[src/rtl/core/cksb_pkg.sv]
// Shared types and constants of the color-key sprite blitter.
`default_nettype none
package cksb_pkg;

  localparam int PixelWidth = 16;
  localparam int CoordWidth = 12;
  localparam int AddrWidth  = 22;
  localparam int CfgWidth   = 16;
  localparam int CfgIdxWidth = 3;

  // Bit positions inside the mode register.
  localparam int ModeWide = 0;
  localparam int ModeDraw = 1;

  typedef enum logic [CfgIdxWidth-1:0] {
    REG_SPRITE_WIDTH = 3'd0,
    REG_POS_X        = 3'd1,
    REG_POS_Y        = 3'd2,
    REG_DEST_WIDTH   = 3'd3,
    REG_DEST_HEIGHT  = 3'd4,
    REG_DEST_PITCH   = 3'd5,
    REG_KEY_COLOR    = 3'd6,
    REG_MODE         = 3'd7
  } cfg_index_t;

  typedef struct packed {
    logic [10:0]           sprite_width;
    logic [CoordWidth-1:0] pos_x;
    logic [CoordWidth-1:0] pos_y;
    logic [CoordWidth-1:0] dest_width;
    logic [CoordWidth-1:0] dest_height;
    logic [CoordWidth-1:0] dest_pitch;
    logic [PixelWidth-1:0] key_color;
    logic [1:0]            mode;
  } cfg_t;

  // One classified pixel waiting for its address.
  typedef struct packed {
    logic                  enable;
    logic [CoordWidth-1:0] dx;
    logic [CoordWidth-1:0] dy;
    logic [PixelWidth-1:0] data;
    logic                  done;
  } entry_t;

endpackage
`default_nettype wire

[src/rtl/core/cksb_in_if.sv]
// Pixel input channel of the sprite blitter.
`default_nettype none
interface cksb_in_if;
  logic        valid;
  logic        ready;
  logic [15:0] pixel;
  logic        end_of_sprite;

  modport source (output valid, output pixel, output end_of_sprite, input ready);
  modport sink   (input valid, input pixel, input end_of_sprite, output ready);
endinterface
`default_nettype wire

[src/rtl/core/cksb_out_if.sv]
// Write result channel of the sprite blitter.
`default_nettype none
interface cksb_out_if;
  logic        valid;
  logic        ready;
  logic        write_enable;
  logic [21:0] write_address;
  logic [15:0] write_data;
  logic        sprite_done;

  modport source (output valid, output write_enable, output write_address,
                  output write_data, output sprite_done, input ready);
  modport sink   (input valid, input write_enable, input write_address,
                  input write_data, input sprite_done, output ready);
endinterface
`default_nettype wire

[src/rtl/core/cksb_front.sv]
// Front end: raster counters, clipping and color-key test.
`default_nettype none
module cksb_front #(
  parameter int MAX_SPRITE_WIDTH  = 1024,
  parameter int MAX_SPRITE_HEIGHT = 1024,
  parameter int MAX_DEST_SIZE     = 2048
) (
  input  wire logic                              clk,
  input  wire logic                              rst,
  input  wire cksb_pkg::cfg_t                    cfg,
  input  wire logic                              accept,
  input  wire logic [cksb_pkg::PixelWidth-1:0]   pixel,
  input  wire logic                              end_of_sprite,
  output cksb_pkg::entry_t                       entry
);
  localparam int CW = (MAX_SPRITE_WIDTH > 1) ? $clog2(MAX_SPRITE_WIDTH) : 1;
  localparam int RW = (MAX_SPRITE_HEIGHT > 1) ? $clog2(MAX_SPRITE_HEIGHT) : 1;
  localparam int MW = (CW > RW) ? CW : RW;
  localparam int PW = ((MW > cksb_pkg::CoordWidth) ? MW : cksb_pkg::CoordWidth) + 2;
  localparam logic [12:0] SW_CAP = 13'(MAX_SPRITE_WIDTH);
  localparam logic [12:0] ROW_CAP = 13'(MAX_SPRITE_HEIGHT);
  // Destination registers hold at most 4095, so a cap at or above that is a no-op.
  localparam logic [cksb_pkg::CoordWidth-1:0] DEST_CAP =
    (MAX_DEST_SIZE > 4095) ? 12'hFFF : 12'(MAX_DEST_SIZE);

  logic [CW-1:0] column_count, column_count_next;
  logic [RW-1:0] row_count, row_count_next;

  logic [12:0]                         sw;
  logic [cksb_pkg::CoordWidth-1:0]     dw, dh;
  logic signed [PW-1:0]                dx, dy;
  logic                                in_rect, wide, draw, enable;
  logic [cksb_pkg::PixelWidth-1:0]     pix, key;

  always_comb begin
    sw = {2'b00, cfg.sprite_width};
    if (sw == 13'd0) sw = 13'd1;
    if (sw > SW_CAP) sw = SW_CAP;
    dw = (cfg.dest_width > DEST_CAP) ? DEST_CAP : cfg.dest_width;
    dh = (cfg.dest_height > DEST_CAP) ? DEST_CAP : cfg.dest_height;

    dx = $signed({{(PW-cksb_pkg::CoordWidth){cfg.pos_x[cksb_pkg::CoordWidth-1]}}, cfg.pos_x})
       + $signed({{(PW-CW){1'b0}}, column_count});
    dy = $signed({{(PW-cksb_pkg::CoordWidth){cfg.pos_y[cksb_pkg::CoordWidth-1]}}, cfg.pos_y})
       + $signed({{(PW-RW){1'b0}}, row_count});
    in_rect = !dx[PW-1] && !dy[PW-1] &&
              (dx < $signed({{(PW-cksb_pkg::CoordWidth){1'b0}}, dw})) &&
              (dy < $signed({{(PW-cksb_pkg::CoordWidth){1'b0}}, dh}));

    wide = cfg.mode[cksb_pkg::ModeWide];
    draw = cfg.mode[cksb_pkg::ModeDraw];
    pix  = wide ? pixel : {8'h00, pixel[7:0]};
    key  = wide ? cfg.key_color : {8'h00, cfg.key_color[7:0]};
    enable = in_rect && !(draw && (pix == key));

    entry.enable = enable;
    entry.dx     = dx[cksb_pkg::CoordWidth-1:0];
    entry.dy     = dy[cksb_pkg::CoordWidth-1:0];
    entry.data   = enable ? pix : '0;
    entry.done   = end_of_sprite;
  end

  // Advance the raster position; restart after the last pixel of a sprite.
  always_comb begin
    column_count_next = column_count;
    row_count_next    = row_count;
    if (end_of_sprite) begin
      column_count_next = '0;
      row_count_next    = '0;
    end else if ((13'(column_count) + 13'd1) >= sw) begin
      column_count_next = '0;
      if ((13'(row_count) + 13'd1) < ROW_CAP) row_count_next = row_count + 1'b1;
    end else begin
      column_count_next = column_count + 1'b1;
    end
  end

  always_ff @(posedge clk) begin
    if (rst) begin
      column_count <= '0;
      row_count    <= '0;
    end else if (accept) begin
      column_count <= column_count_next;
      row_count    <= row_count_next;
    end
  end
endmodule
`default_nettype wire

[src/rtl/core/cksb_queue.sv]
// Two-entry queue between the front and back ends.
`default_nettype none
module cksb_queue (
  input  wire logic             clk,
  input  wire logic             rst,
  input  wire logic             push,
  input  wire cksb_pkg::entry_t push_entry,
  output logic                  full,
  input  wire logic             pop,
  output logic                  not_empty,
  output cksb_pkg::entry_t      head
);
  cksb_pkg::entry_t slots [2];
  logic       wr_ptr, rd_ptr;
  logic [1:0] count;

  assign full      = (count == 2'd2);
  assign not_empty = (count != 2'd0);
  assign head      = slots[rd_ptr];

  always_ff @(posedge clk) begin
    if (push) slots[wr_ptr] <= push_entry;
  end

  always_ff @(posedge clk) begin
    if (rst) begin
      wr_ptr <= 1'b0;
      rd_ptr <= 1'b0;
      count  <= 2'd0;
    end else begin
      if (push) wr_ptr <= ~wr_ptr;
      if (pop) rd_ptr <= ~rd_ptr;
      case ({push, pop})
        2'b10:   count <= count + 2'd1;
        2'b01:   count <= count - 2'd1;
        default: count <= count;
      endcase
    end
  end
endmodule
`default_nettype wire

[src/rtl/core/cksb_back.sv]
// Back end: address generation and the output register.
`default_nettype none
module cksb_back (
  input  wire logic                                clk,
  input  wire logic                                rst,
  input  wire logic [cksb_pkg::CoordWidth-1:0]     dest_pitch,
  input  wire logic                                q_valid,
  input  wire cksb_pkg::entry_t                    q_head,
  output logic                                     q_pop,
  cksb_out_if.source                               out_ch
);
  logic [2*cksb_pkg::CoordWidth-1:0] product;
  logic [cksb_pkg::AddrWidth-1:0]    addr;

  assign q_pop   = q_valid && (!out_ch.valid || out_ch.ready);
  assign product = q_head.dy * dest_pitch;
  assign addr    = cksb_pkg::AddrWidth'(product + (2*cksb_pkg::CoordWidth)'(q_head.dx));

  always_ff @(posedge clk) begin
    if (rst) begin
      out_ch.valid <= 1'b0;
    end else if (q_pop) begin
      out_ch.valid <= 1'b1;
    end else if (out_ch.ready) begin
      out_ch.valid <= 1'b0;
    end
  end

  always_ff @(posedge clk) begin
    if (q_pop) begin
      out_ch.write_enable  <= q_head.enable;
      out_ch.write_address <= q_head.enable ? addr : '0;
      out_ch.write_data    <= q_head.data;
      out_ch.sprite_done   <= q_head.done;
    end
  end
endmodule
`default_nettype wire

[src/rtl/core/color_key_sprite_blitter.sv]
// Color-key sprite blitter top level: configuration registers and datapath.
// Usage:
//   Sprite pixels come in on in_ch in raster order, one beat per pixel, with
//   end_of_sprite set on the last one. Every input beat yields exactly one
//   output beat on out_ch: write_enable tells whether the frame buffer is
//   written, write_address is (pos_y+row)*pitch+(pos_x+column) and
//   write_data is the pixel, cut to 8 bits in 8-bit mode (both zero when not enabled).
//   Registers are written through cfg_write/cfg_index/cfg_data, one per cycle;
//   the user writes them only while no pixel is in flight; the block does not enforce it.
// Timing:
//   The front end classifies a pixel in the cycle it arrives and pushes it
//   into the queue at the accepting edge; the back end's single 12x12
//   multiply for the address then loads the output register when that
//   register is empty or being taken. One beat per clock is sustained
//   while the receiver keeps out_ch.ready high.
//   A two-entry queue decouples the two halves; in_ch.ready drops only when
//   it is full, so a stalled receiver backs up into the sender after two
//   more beats and no beat is lost.
// Reset (rst, synchronous): counters restart at the sprite origin, the queue
//   and output register empty, and registers return to width 1, destination
//   1x1, pitch 1, position 0, key 0, 8-bit blit mode.
`default_nettype none
module color_key_sprite_blitter #(
  parameter int MAX_SPRITE_WIDTH  = 1024,
  parameter int MAX_SPRITE_HEIGHT = 1024,
  parameter int MAX_DEST_SIZE     = 2048
) (
  input  wire logic                                 clk,
  input  wire logic                                 rst,
  input  wire logic                                 cfg_write,
  input  wire logic [cksb_pkg::CfgIdxWidth-1:0]     cfg_index,
  input  wire logic [cksb_pkg::CfgWidth-1:0]        cfg_data,
  cksb_in_if.sink                                   in_ch,
  cksb_out_if.source                                out_ch
);
  cksb_pkg::cfg_t   cfg;
  cksb_pkg::entry_t front_entry, q_head;
  logic             q_full, q_valid, q_pop, accept;

  // Hold the register file; each write lands in one field.
  always_ff @(posedge clk) begin
    if (rst) begin
      cfg.sprite_width <= 11'd1;
      cfg.pos_x        <= '0;
      cfg.pos_y        <= '0;
      cfg.dest_width   <= 12'd1;
      cfg.dest_height  <= 12'd1;
      cfg.dest_pitch   <= 12'd1;
      cfg.key_color    <= '0;
      cfg.mode         <= '0;
    end else if (cfg_write) begin
      unique case (cksb_pkg::cfg_index_t'(cfg_index))
        cksb_pkg::REG_SPRITE_WIDTH: cfg.sprite_width <= cfg_data[10:0];
        cksb_pkg::REG_POS_X:        cfg.pos_x        <= cfg_data[11:0];
        cksb_pkg::REG_POS_Y:        cfg.pos_y        <= cfg_data[11:0];
        cksb_pkg::REG_DEST_WIDTH:   cfg.dest_width   <= cfg_data[11:0];
        cksb_pkg::REG_DEST_HEIGHT:  cfg.dest_height  <= cfg_data[11:0];
        cksb_pkg::REG_DEST_PITCH:   cfg.dest_pitch   <= cfg_data[11:0];
        cksb_pkg::REG_KEY_COLOR:    cfg.key_color    <= cfg_data;
        cksb_pkg::REG_MODE:         cfg.mode         <= cfg_data[1:0];
        default:                    cfg.mode         <= cfg.mode;
      endcase
    end
  end

  // Take a beat whenever the queue has room; the output side never gates it.
  assign in_ch.ready = !q_full;
  assign accept      = in_ch.valid && in_ch.ready;

  cksb_front #(
    .MAX_SPRITE_WIDTH  (MAX_SPRITE_WIDTH),
    .MAX_SPRITE_HEIGHT (MAX_SPRITE_HEIGHT),
    .MAX_DEST_SIZE     (MAX_DEST_SIZE)
  ) u_front (
    .clk           (clk),
    .rst           (rst),
    .cfg           (cfg),
    .accept        (accept),
    .pixel         (in_ch.pixel),
    .end_of_sprite (in_ch.end_of_sprite),
    .entry         (front_entry)
  );

  cksb_queue u_queue (
    .clk        (clk),
    .rst        (rst),
    .push       (accept),
    .push_entry (front_entry),
    .full       (q_full),
    .pop        (q_pop),
    .not_empty  (q_valid),
    .head       (q_head)
  );

  cksb_back u_back (
    .clk        (clk),
    .rst        (rst),
    .dest_pitch (cfg.dest_pitch),
    .q_valid    (q_valid),
    .q_head     (q_head),
    .q_pop      (q_pop),
    .out_ch     (out_ch)
  );
endmodule
`default_nettype wire
[src/flat_wrapper.sv]
// flat-port wrapper written by rule: the top's interface ports become plain ports
module color_key_sprite_blitter_flat 
#(
  parameter int MAX_SPRITE_WIDTH  = 1024,
  parameter int MAX_SPRITE_HEIGHT = 1024,
  parameter int MAX_DEST_SIZE     = 2048
)
  (clk, rst, cfg_write, cfg_index, cfg_data, in_ch_valid, in_ch_pixel, in_ch_end_of_sprite, in_ch_ready, out_ch_valid, out_ch_write_enable, out_ch_write_address, out_ch_write_data, out_ch_sprite_done, out_ch_ready);
  cksb_in_if in_ch_i ();
  cksb_out_if out_ch_i ();
  input  wire logic clk;
  input  wire logic rst;
  input  wire logic cfg_write;
  input  wire logic [cksb_pkg::CfgIdxWidth-1:0] cfg_index;
  input  wire logic [cksb_pkg::CfgWidth-1:0] cfg_data;
  input wire logic [$bits(in_ch_i.valid)-1:0] in_ch_valid;
  input wire logic [$bits(in_ch_i.pixel)-1:0] in_ch_pixel;
  input wire logic [$bits(in_ch_i.end_of_sprite)-1:0] in_ch_end_of_sprite;
  output wire logic [$bits(in_ch_i.ready)-1:0] in_ch_ready;
  output wire logic [$bits(out_ch_i.valid)-1:0] out_ch_valid;
  output wire logic [$bits(out_ch_i.write_enable)-1:0] out_ch_write_enable;
  output wire logic [$bits(out_ch_i.write_address)-1:0] out_ch_write_address;
  output wire logic [$bits(out_ch_i.write_data)-1:0] out_ch_write_data;
  output wire logic [$bits(out_ch_i.sprite_done)-1:0] out_ch_sprite_done;
  input wire logic [$bits(out_ch_i.ready)-1:0] out_ch_ready;
  assign in_ch_i.valid = in_ch_valid;
  assign in_ch_i.pixel = in_ch_pixel;
  assign in_ch_i.end_of_sprite = in_ch_end_of_sprite;
  assign in_ch_ready = in_ch_i.ready;
  assign out_ch_valid = out_ch_i.valid;
  assign out_ch_write_enable = out_ch_i.write_enable;
  assign out_ch_write_address = out_ch_i.write_address;
  assign out_ch_write_data = out_ch_i.write_data;
  assign out_ch_sprite_done = out_ch_i.sprite_done;
  assign out_ch_i.ready = out_ch_ready;
  color_key_sprite_blitter #(.MAX_SPRITE_WIDTH(MAX_SPRITE_WIDTH), .MAX_SPRITE_HEIGHT(MAX_SPRITE_HEIGHT), .MAX_DEST_SIZE(MAX_DEST_SIZE)) u_core (.clk(clk), .rst(rst), .cfg_write(cfg_write), .cfg_index(cfg_index), .cfg_data(cfg_data), .in_ch(in_ch_i), .out_ch(out_ch_i));
endmodule
[config.mk]
export PLATFORM = sky130hd
export DESIGN_NAME = color_key_sprite_blitter_flat
export DESIGN_NICKNAME = d
export VERILOG_FILES = /design/src/rtl/core/cksb_pkg.sv /design/src/rtl/core/cksb_in_if.sv /design/src/rtl/core/cksb_out_if.sv /design/src/rtl/core/cksb_front.sv /design/src/rtl/core/cksb_queue.sv /design/src/rtl/core/cksb_back.sv /design/src/rtl/core/color_key_sprite_blitter.sv /design/src/flat_wrapper.sv
export SDC_FILE = /design/constraint.sdc
export NUM_CORES = 1
export LEC_CHECK = 0
export BUFFER_PORTS_ARGS = -buffer_cell sky130_fd_sc_hd__buf_4
export CAP_MARGIN = 40
export CORE_ASPECT_RATIO = 1.5
export CORE_MARGIN = 3
export CORE_UTILIZATION = 55
export CTS_CLUSTER_SIZE = 20
export DETAILED_ROUTE_END_ITERATION = 16
export PLACE_DENSITY = 0.8
export SLEW_MARGIN = 15
export SYNTH_ARGS = -nofsm -noshare
export SYNTH_HDL_FRONTEND = slang
export SYNTH_SLANG_ARGS = --single-unit
[constraint.sdc]
create_clock -name clk -period 6.2 [get_ports clk]
set_clock_uncertainty 0.15 [all_clocks]
set_input_delay 0.62 -clock clk [delete_from_list [all_inputs] [get_ports clk]]
set_output_delay 0.62 -clock clk [all_outputs]
set_load 0.02 [all_outputs]
==> reports/results.tsv, run 1 <==
metric	value	unit
run_status	complete, no violations	
worstPathRequired	6310	ps
antenna_found_initial	0	
synth_cells	1609	
finalWirelength	35380	um
cts_hold_buf	0	
maxCapViolCount	0	
grt_max_degree	56	
start_kind	flop	
slowest_stage	fa_1	
grt_usage	0.2329	
maxSlewViolCount	0	
fmax	166.1	MHz
clock_sinks	239	
synth-xor-area-share	0.04117	
fin_crit_sh	0.9709	
fin_crit	6020	ps
combPwrFrac	0.391	
synth.most_common_cell	nand2_1	
seq_power_share	0.361	
ios	83	
p_sw_frac	0.3556	
grt_pass1_wl	57890	um
grt_pass1_vias	11800	
muxShareOfSynthArea	0.03187	
synth_area	0.01574	mm2
synth_largest_area_cell	edfxtp_1	
area_growth	11.33	%
rsz0062_at_grt	true	
tightestPinTransition	860.8	ps
relSlewSlack	0.4240	
drc_errors	0	
grt_overflow	0	
leakage	7.625	nW
drt_pre_antenna_iters	5	
crit_arrival	6130	ps
die-area	0.03073	mm2
yosys.cell_types.count	59	
fillCellCount	2182	
path_cells	mux2_2 -> buf_4 -> and2_1 -> fa_1 -> inv_1 -> fa_1 -> inv_1 -> fa_1 -> fa_1 -> inv_1 -> fa_1 -> inv_1 -> ha_1 -> nand3_1 -> nand2_1 -> o21ai_0 -> nand3_1 -> buf_4 -> a211oi_1 -> xor2_1 -> nor2_1	
p_int	0.003767	W
synth_top_area_frac	0.2365	
clkTransAtPathRegs	60	ps
vias	11490	
via_per_inst	5.664	
finalHoldViolCount	0	
cpMostUsedCell	fa_1	
fin_cells	2029	
p_sw	0.002079	W
clockBufferDepth	3	
synth_compound_gate_area_share	0.08623	
synthesis.area_per_instance	9.785	um2
critPathKind	flop to flop	
die_w	144.1	um
wl_per_cell	17.44	um
htreeDepth	1	
crit_family	adder cells	
cp.buffers_inverters	6	
drtAntennaViolNets	0	
synth_seq_area_share	0.3827	
ys_seq_elements	239	
insertedDiodeCount	0	
dp.cells	1984	
whs	201.2	ps
synth-edff-count	124	
port_buffers	82	
nets	1935	
cp_slowest_stage_delay	530	ps
fin_util	0.6247	
clock_latency	520	ps
synth_area_leaders	edfxtp_1 (24%), dfxtp_1 (15%), fa_1 (14%)	
synth_async_sr_flop_share	0	
fin_area	0.01753	mm2
endpoint_kind	flop	
die_h	213.2	um
rows	75	
clock-root-buffer	clkbuf_16	
synth.cells.most_frequent	nand2_1 (297), inv_1 (159), a21oi_1 (129)	
place_area	0.01669	mm2
numCtsBuffers	24	
hp-class	input pin to flop	
place.gp.congestion	0.9350	
start_util	0.5611	
cts_tree	yes	
setup-violations-final	0	
drt-initial-drc-count	706	
syn_nets	1878	
synth_flop_cell	edfxtp_1	
p_per_area	333.5	mW/mm2
core_area	0.02806	mm2
dp_hpwl	26760	um
synth-warning-count	0	
pwr-share-clk	0.248	
cp_max_fo	13	
drive_above_1_share	0.1153	
synthAdderAreaFrac	0.2346	
synthSimpleGateAreaFrac	0.1671	
synth_top_family_by_area	adder cells	
vdd.ir_drop.worst	0.2437	mV
==> worst paths after layout <==
path,from,endpoint,slack [ps],depth (start not counted)
min,cfg_data[15],u_core.cfg[17],200,3
min reg2reg,u_core.cfg[59],u_core.cfg[59],310,2
max reg2reg,flop,u_core.u_back.out_ch.write_address[18],180,21
max,flop,u_core.u_back.out_ch.write_address[18],180,21
==> routing by layer <==
layer / GRT usage / vias up / share of wire
li1: - / 5423 / -
met1: 0.2773 / 5617 / 0.38
met2: 0.4294 / 353 / 0.53
met3: 0.02285 / 99 / 0.044
met4: 0.08948 / 0 / 0.042
met5: 0 / - / 0
==> sequential cells by signal, indices dropped and copies added (netlist names), named ones only <==
signal                              flops
u_core.cfg                             89
u_core.u_back.out_ch.sprite_done        1
u_core.u_back.out_ch.valid              1
u_core.u_back.out_ch.write_address     22
u_core.u_back.out_ch.write_data        16
u_core.u_back.out_ch.write_enable       1
u_core.u_front.column_count            10
u_core.u_front.row_count               10
u_core.u_queue.count                    2
u_core.u_queue.rd_ptr                   1
u_core.u_queue.slots                   84
u_core.u_queue.wr_ptr                   1
==> logic make-up (layout without fill, tap and decap cells) <==
logic type / Yosys count / in the layout
AND/OR/NAND/NOR: 562 / 562
AO/OA/AOI/OAI: 228 / 228
multiplexers: 46 / 46
flip-flops: 239 / 239
buffers and inverters: 232 / 306
XOR/XNOR: 74 / 74
adder cells (fa/ha/maj): 228 / 228
==> worst min-delay path, delay by kind of cell <==
family                 cells  cell delay, ps
buffers and inverters      1             110
and+or+nand+nor            1              40
AOI/OAI and AO/OA          1              50
==> metrics by stage <==
step | setup WS, ps | setup TNS [ps] | total power, W
3_5_place_dp | 5.809 | 0 | 0.004383
2_1_floorplan | 111.5 | 0 | 0.003711
5_1_grt | -47.31 | -79.48 | 0.006218
6_report | 180.2 | 0 | 0.005846
4_1_cts | 38.22 | 0 | 0.005833
3_3_place_gp | 131.3 | 0 | 0.004265
==> timing repair <==
action,CTS,global route
endpoints found under the setup margin,1,7
pin swaps,0,1
buffers inserted,0,1
gates cloned,0,0
resized for setup,1,7
==> power groups by stage <==
stage,logic (W),registers (W),clock network [W]
4_1_cts,0.00226,0.00211,0.00146
2_1_floorplan,0.00144,0.00227,0
5_1_grt,0.00255,0.00213,0.00153
3_5_place_dp,0.00224,0.00214,0
3_3_place_gp,0.00213,0.00213,0
6_report,0.00229,0.00211,0.00145
==> layout by cell type (no fill, tap or decap), types with 65 or more instances in the layout <==
master / instances
ha_1: 116
a21oi_1: 129
and2_1: 86
buf_4: 99
nor2_1: 65
inv_1: 159
dfxtp_1: 114
nand2_1: 297
edfxtp_1: 124
fa_1: 112
==> layout make-up <==
cell class / instances / area, um2 / share of cell area
clock buffers: 32 / 675.6 / 0.03855
clock inverters: 11 / 120.1 / 0.006853
inverters: 160 / 600.6 / 0.03426
multi-input cells: 1138 / 8876 / 0.5064
flip-flops and latches: 239 / 6030 / 0.3440
well taps: 346 / 432.9 / 0.02470
repair buffers: 103 / 793.3 / 0.04526
No activity file was read; power rests on OpenSTA's default activity.
==> inputs of run 2 (changes only) <==
--- a/config.mk
+++ b/config.mk
@@ -5,6 +5,7 @@
 export SDC_FILE = /design/constraint.sdc
 export NUM_CORES = 1
 export LEC_CHECK = 0
+export ABC_AREA = 1
 export BUFFER_PORTS_ARGS = -buffer_cell sky130_fd_sc_hd__buf_4
 export CAP_MARGIN = 40
 export CORE_ASPECT_RATIO = 1.5
==> run 2 against run 1 <==
  * Largest cell class unchanged
  * First-iteration DRC count up 7.1%
  * Area after synthesis up 0.35%
  * Power up 18%
  * Hold slack worse by 36 ps
  * Cell count up 11%
  * Synthesized cell count up 13%
  * Non-clock buffer count down 1
  * Global-route usage up 1.2 points
==> reports/results.tsv, run 2 <==
metric	value	unit	change
synth_largest_area_cell	edfxtp_1		unchanged
grt_overflow	0		unchanged
ios	83		unchanged
numCtsBuffers	24		unchanged
seq_power_share	0.314		was 0.361
clockBufferDepth	3		unchanged
run_status	complete, no violations		unchanged
yosys.cell_types.count	45		was 59
grt_busiest_layer	met2		unchanged
crit_arrival	6090	ps	was 6130 ps
synth_cells	1818		was 1609
ff2ff_path_depth	21		unchanged
via_per_inst	5.480		was 5.664
synth_area_leaders	edfxtp_1 (24%), dfxtp_1 (15%), fa_1 (14%)		unchanged
finalHoldViolCount	0		unchanged
hp-class	input pin to flop		unchanged
setup-violations-final	0		unchanged
clock-root-buffer	clkbuf_16		unchanged
start_util	0.5612		was 0.5611
area_growth	11.51	%	was 11.33%
grt_pass1_vias	12630		was 11800
p_int	0.004084	W	was 0.003767 W
relSlewSlack	0.5051		was 0.4240
cts_post_setup_buffers_inserted	0		unchanged
drt_pre_antenna_iters	7		was 5
drt-initial-drc-count	756		was 706
drive_above_1_share	0.09148		was 0.1153
drc_errors	0		unchanged
vdd.ir_drop.worst	0.4066	mV	was 0.2437 mV
wl_per_cell	16.78	um	was 17.44 um
p_sw	0.002836	W	was 0.002079 W
grt_max_degree	67		was 56
clock_sinks	239		unchanged
grt_use_met3	0.02387		was 0.02285
multi_input_area	0.008514	mm2	was 0.008876 mm2
synth_seq_area_share	0.3814		was 0.3827
fillCellCount	2339		was 2182
nets	2164		was 1935
hold_path_end	u_core.cfg[15]		was u_core.cfg[17]
final_cell_mix	nor2_1 (316), inv_1 (283), nand2_1 (262)		was nand2_1 (297), inv_1 (159), a21oi_1 (129)
syn_nets	2087		was 1878
combPwrFrac	0.474		was 0.391
vias	12380		was 11490
cp_max_fo	20		was 13
insertedDiodeCount	0		unchanged
die-area	0.03084	mm2	was 0.03073 mm2
maxSlewViolCount	0		unchanged
whs	165.7	ps	was 201.2 ps
fmax	167.8	MHz	was 166.1 MHz
die_w	144.4	um	was 144.1 um
min_from	cfg_data[13]		was cfg_data[15]
p_per_area	392.7	mW/mm2	was 333.5 mW/mm2
regArea	0.006030	mm2	unchanged
htreeDepth	1		unchanged
pwr-share-clk	0.212		was 0.248
ys_seq_elements	239		unchanged
critPathKind	flop to flop		unchanged
fin_crit_sh	0.9611		was 0.9709
port_buffers	82		unchanged
tns	0	ps	unchanged
largest-register	u_core.cfg		unchanged
hold_depth	3		unchanged
grt_usage	0.2447		was 0.2329
endpoint_kind	flop		unchanged
rsz0062_at_grt	false		was true
fin_crit	5959	ps	was 6020 ps
timing.rr.end	u_core.u_back.out_ch.write_address[18]		unchanged
worstPathRequired	6330	ps	was 6310 ps
clkTransAtPathRegs	60	ps	about the same
largest_reg_flops	89		unchanged
p_sw_frac	0.4098		was 0.3556
use_met2	0.4567		was 0.4294
ff2ff_setup_slack	240	ps	was 180 ps
cts_tree	yes		unchanged
synth-edff-count	124		unchanged
core_area	0.02815	mm2	was 0.02806 mm2
rows	75		unchanged
tightestPinTransition	739.7	ps	was 860.8 ps
maxCapViolCount	0		unchanged
synth.most_common_cell	nor2_1		was nand2_1
reg_top3	u_core.cfg (89), u_core.u_queue.slots (84), u_core.u_back.out_ch.write_address (22)		unchanged
antenna_found_initial	0		unchanged
synth_async_sr_flop_share	0		unchanged
place.gp.congestion	0.9520		was 0.9350
synth-warning-count	0		unchanged
finalWirelength	37900	um	was 35380 um
die_h	213.6	um	was 213.2 um
synthesis.area_per_instance	8.690	um2	was 9.785 um2
final_common_cell	nor2_1		was nand2_1
leakage	8.065	nW	was 7.625 nW
synth.cells.most_frequent	nor2_1 (318), inv_1 (284), nand2_1 (262)		was nand2_1 (297), inv_1 (159), a21oi_1 (129)
start_kind	flop		unchanged
grt_pass1_wl	60400	um	was 57890 um
dp_hpwl	28460	um	was 26760 um
clock_latency	530	ps	was 520 ps
grt_use_met1	0.2723		was 0.2773
synth_flop_cell	edfxtp_1		unchanged
drtAntennaViolNets	0		unchanged
synth_top_area_frac	0.2357		was 0.2365
synth_area	0.01580	mm2	was 0.01574 mm2
[run 2: cell count changes after synthesis, sizes merged, moves of 13 or more]
cell | before | now
a21oi | 130 | 110
inv | 159 | 284
o21ai | 29 | 147
a21o | 18 | 1
nor2b | 17 | 0
and2 | 86 | 1
and3 | 18 | 1
nor2 | 66 | 319
clkbuf | 65 | 36
xnor2 | 49 | 14
nand2 | 297 | 263
mux2 | 33 | 20
[run 2: per-layer routing]
layer,up-vias,part of all wire
li1,5986,-
met1,5854,0.37
met2,416,0.52
met3,124,0.047
met4,0,0.058
met5,-,0
[run 2: critical path, cell delays in order (launching register included)]
cell and delay, ps:
dfxtp_4 410, o21ai_1 480, nor2_1 120, fa_1 500
inv_1 50, fa_1 530, inv_1 50, fa_1 490
inv_1 50, fa_1 480, fa_1 560, inv_1 40
ha_1 340, a21oi_1 210, o21ai_0 120, buf_4 160
a21oi_1 210, inv_1 120, a21oi_1 300, o21ai_0 160
nor2_1 120, nor2_1 50
[run 2: layout make-up]
cell class              instances  share of cell area
well taps                     346             0.02457
multi-input cells            1242              0.4833
inverters                     286             0.06093
flip-flops and latches        239              0.3422
clock inverters                11            0.005752
repair buffers                102             0.04368
clock buffers                  33             0.03956
[run 2: cell families (layout without fill, tap and decap cells)]
kind of cell,after synthesis,count (layout),synth area share
AO/OA/AOI/OAI,282,282,0.09329
buffers and inverters,337,432,0.08157
XOR/XNOR,43,43,0.02384
AND/OR/NAND/NOR,660,660,0.1662
flip-flops,239,239,0.3814
adder cells (fa/ha/maj),228,228,0.2338
multiplexers,29,29,0.01996
[run 2: metrics by stage]
stage | cell area (um2) | total power [W] | cells | utilization | worst slack [ps]
2_1_floorplan | 15800 | 0.004457 | 1818 | - | 330.6
3_3_place_gp | 16800 | 0.005333 | 2214 | 0.5968 | 233.0
3_5_place_dp | 16810 | 0.005457 | 2215 | 0.5971 | 190.5
4_1_cts | 17610 | 0.006933 | 2259 | 0.6255 | 172.9
5_1_grt | 17620 | 0.007435 | 2259 | 0.6258 | 14.74
6_report | 17620 | 0.006919 | 2259 | 0.6258 | 241.3
[run 2: power groups by stage]
stage | clock network [W] | logic [W] | registers, W
floorplan | 0 | 0.00210 | 0.00236
global placement | 0 | 0.00314 | 0.00219
detailed placement | 0 | 0.00326 | 0.00220
CTS | 0.00149 | 0.00327 | 0.00217
global route | 0.00154 | 0.00369 | 0.00220
finish | 0.00147 | 0.00328 | 0.00217
[run 2: how the worst max path moves through the flow]
stage                                        endpoint  slack, ps
2_1_floorplan  u_core.u_back.out_ch.write_address[19]        330
5_1_grt        u_core.u_back.out_ch.write_address[19]         10
3_3_place_gp   u_core.u_back.out_ch.write_address[19]        230
3_5_place_dp   u_core.u_back.out_ch.write_address[18]        190
4_1_cts        u_core.u_back.out_ch.write_address[18]        170
6_report       u_core.u_back.out_ch.write_address[18]        240
[run 2: timing repair]
action	4_1_cts	5_1_grt
hold buffers	0	0
gates resized for setup	0	4
endpoints found under the setup margin	0	2
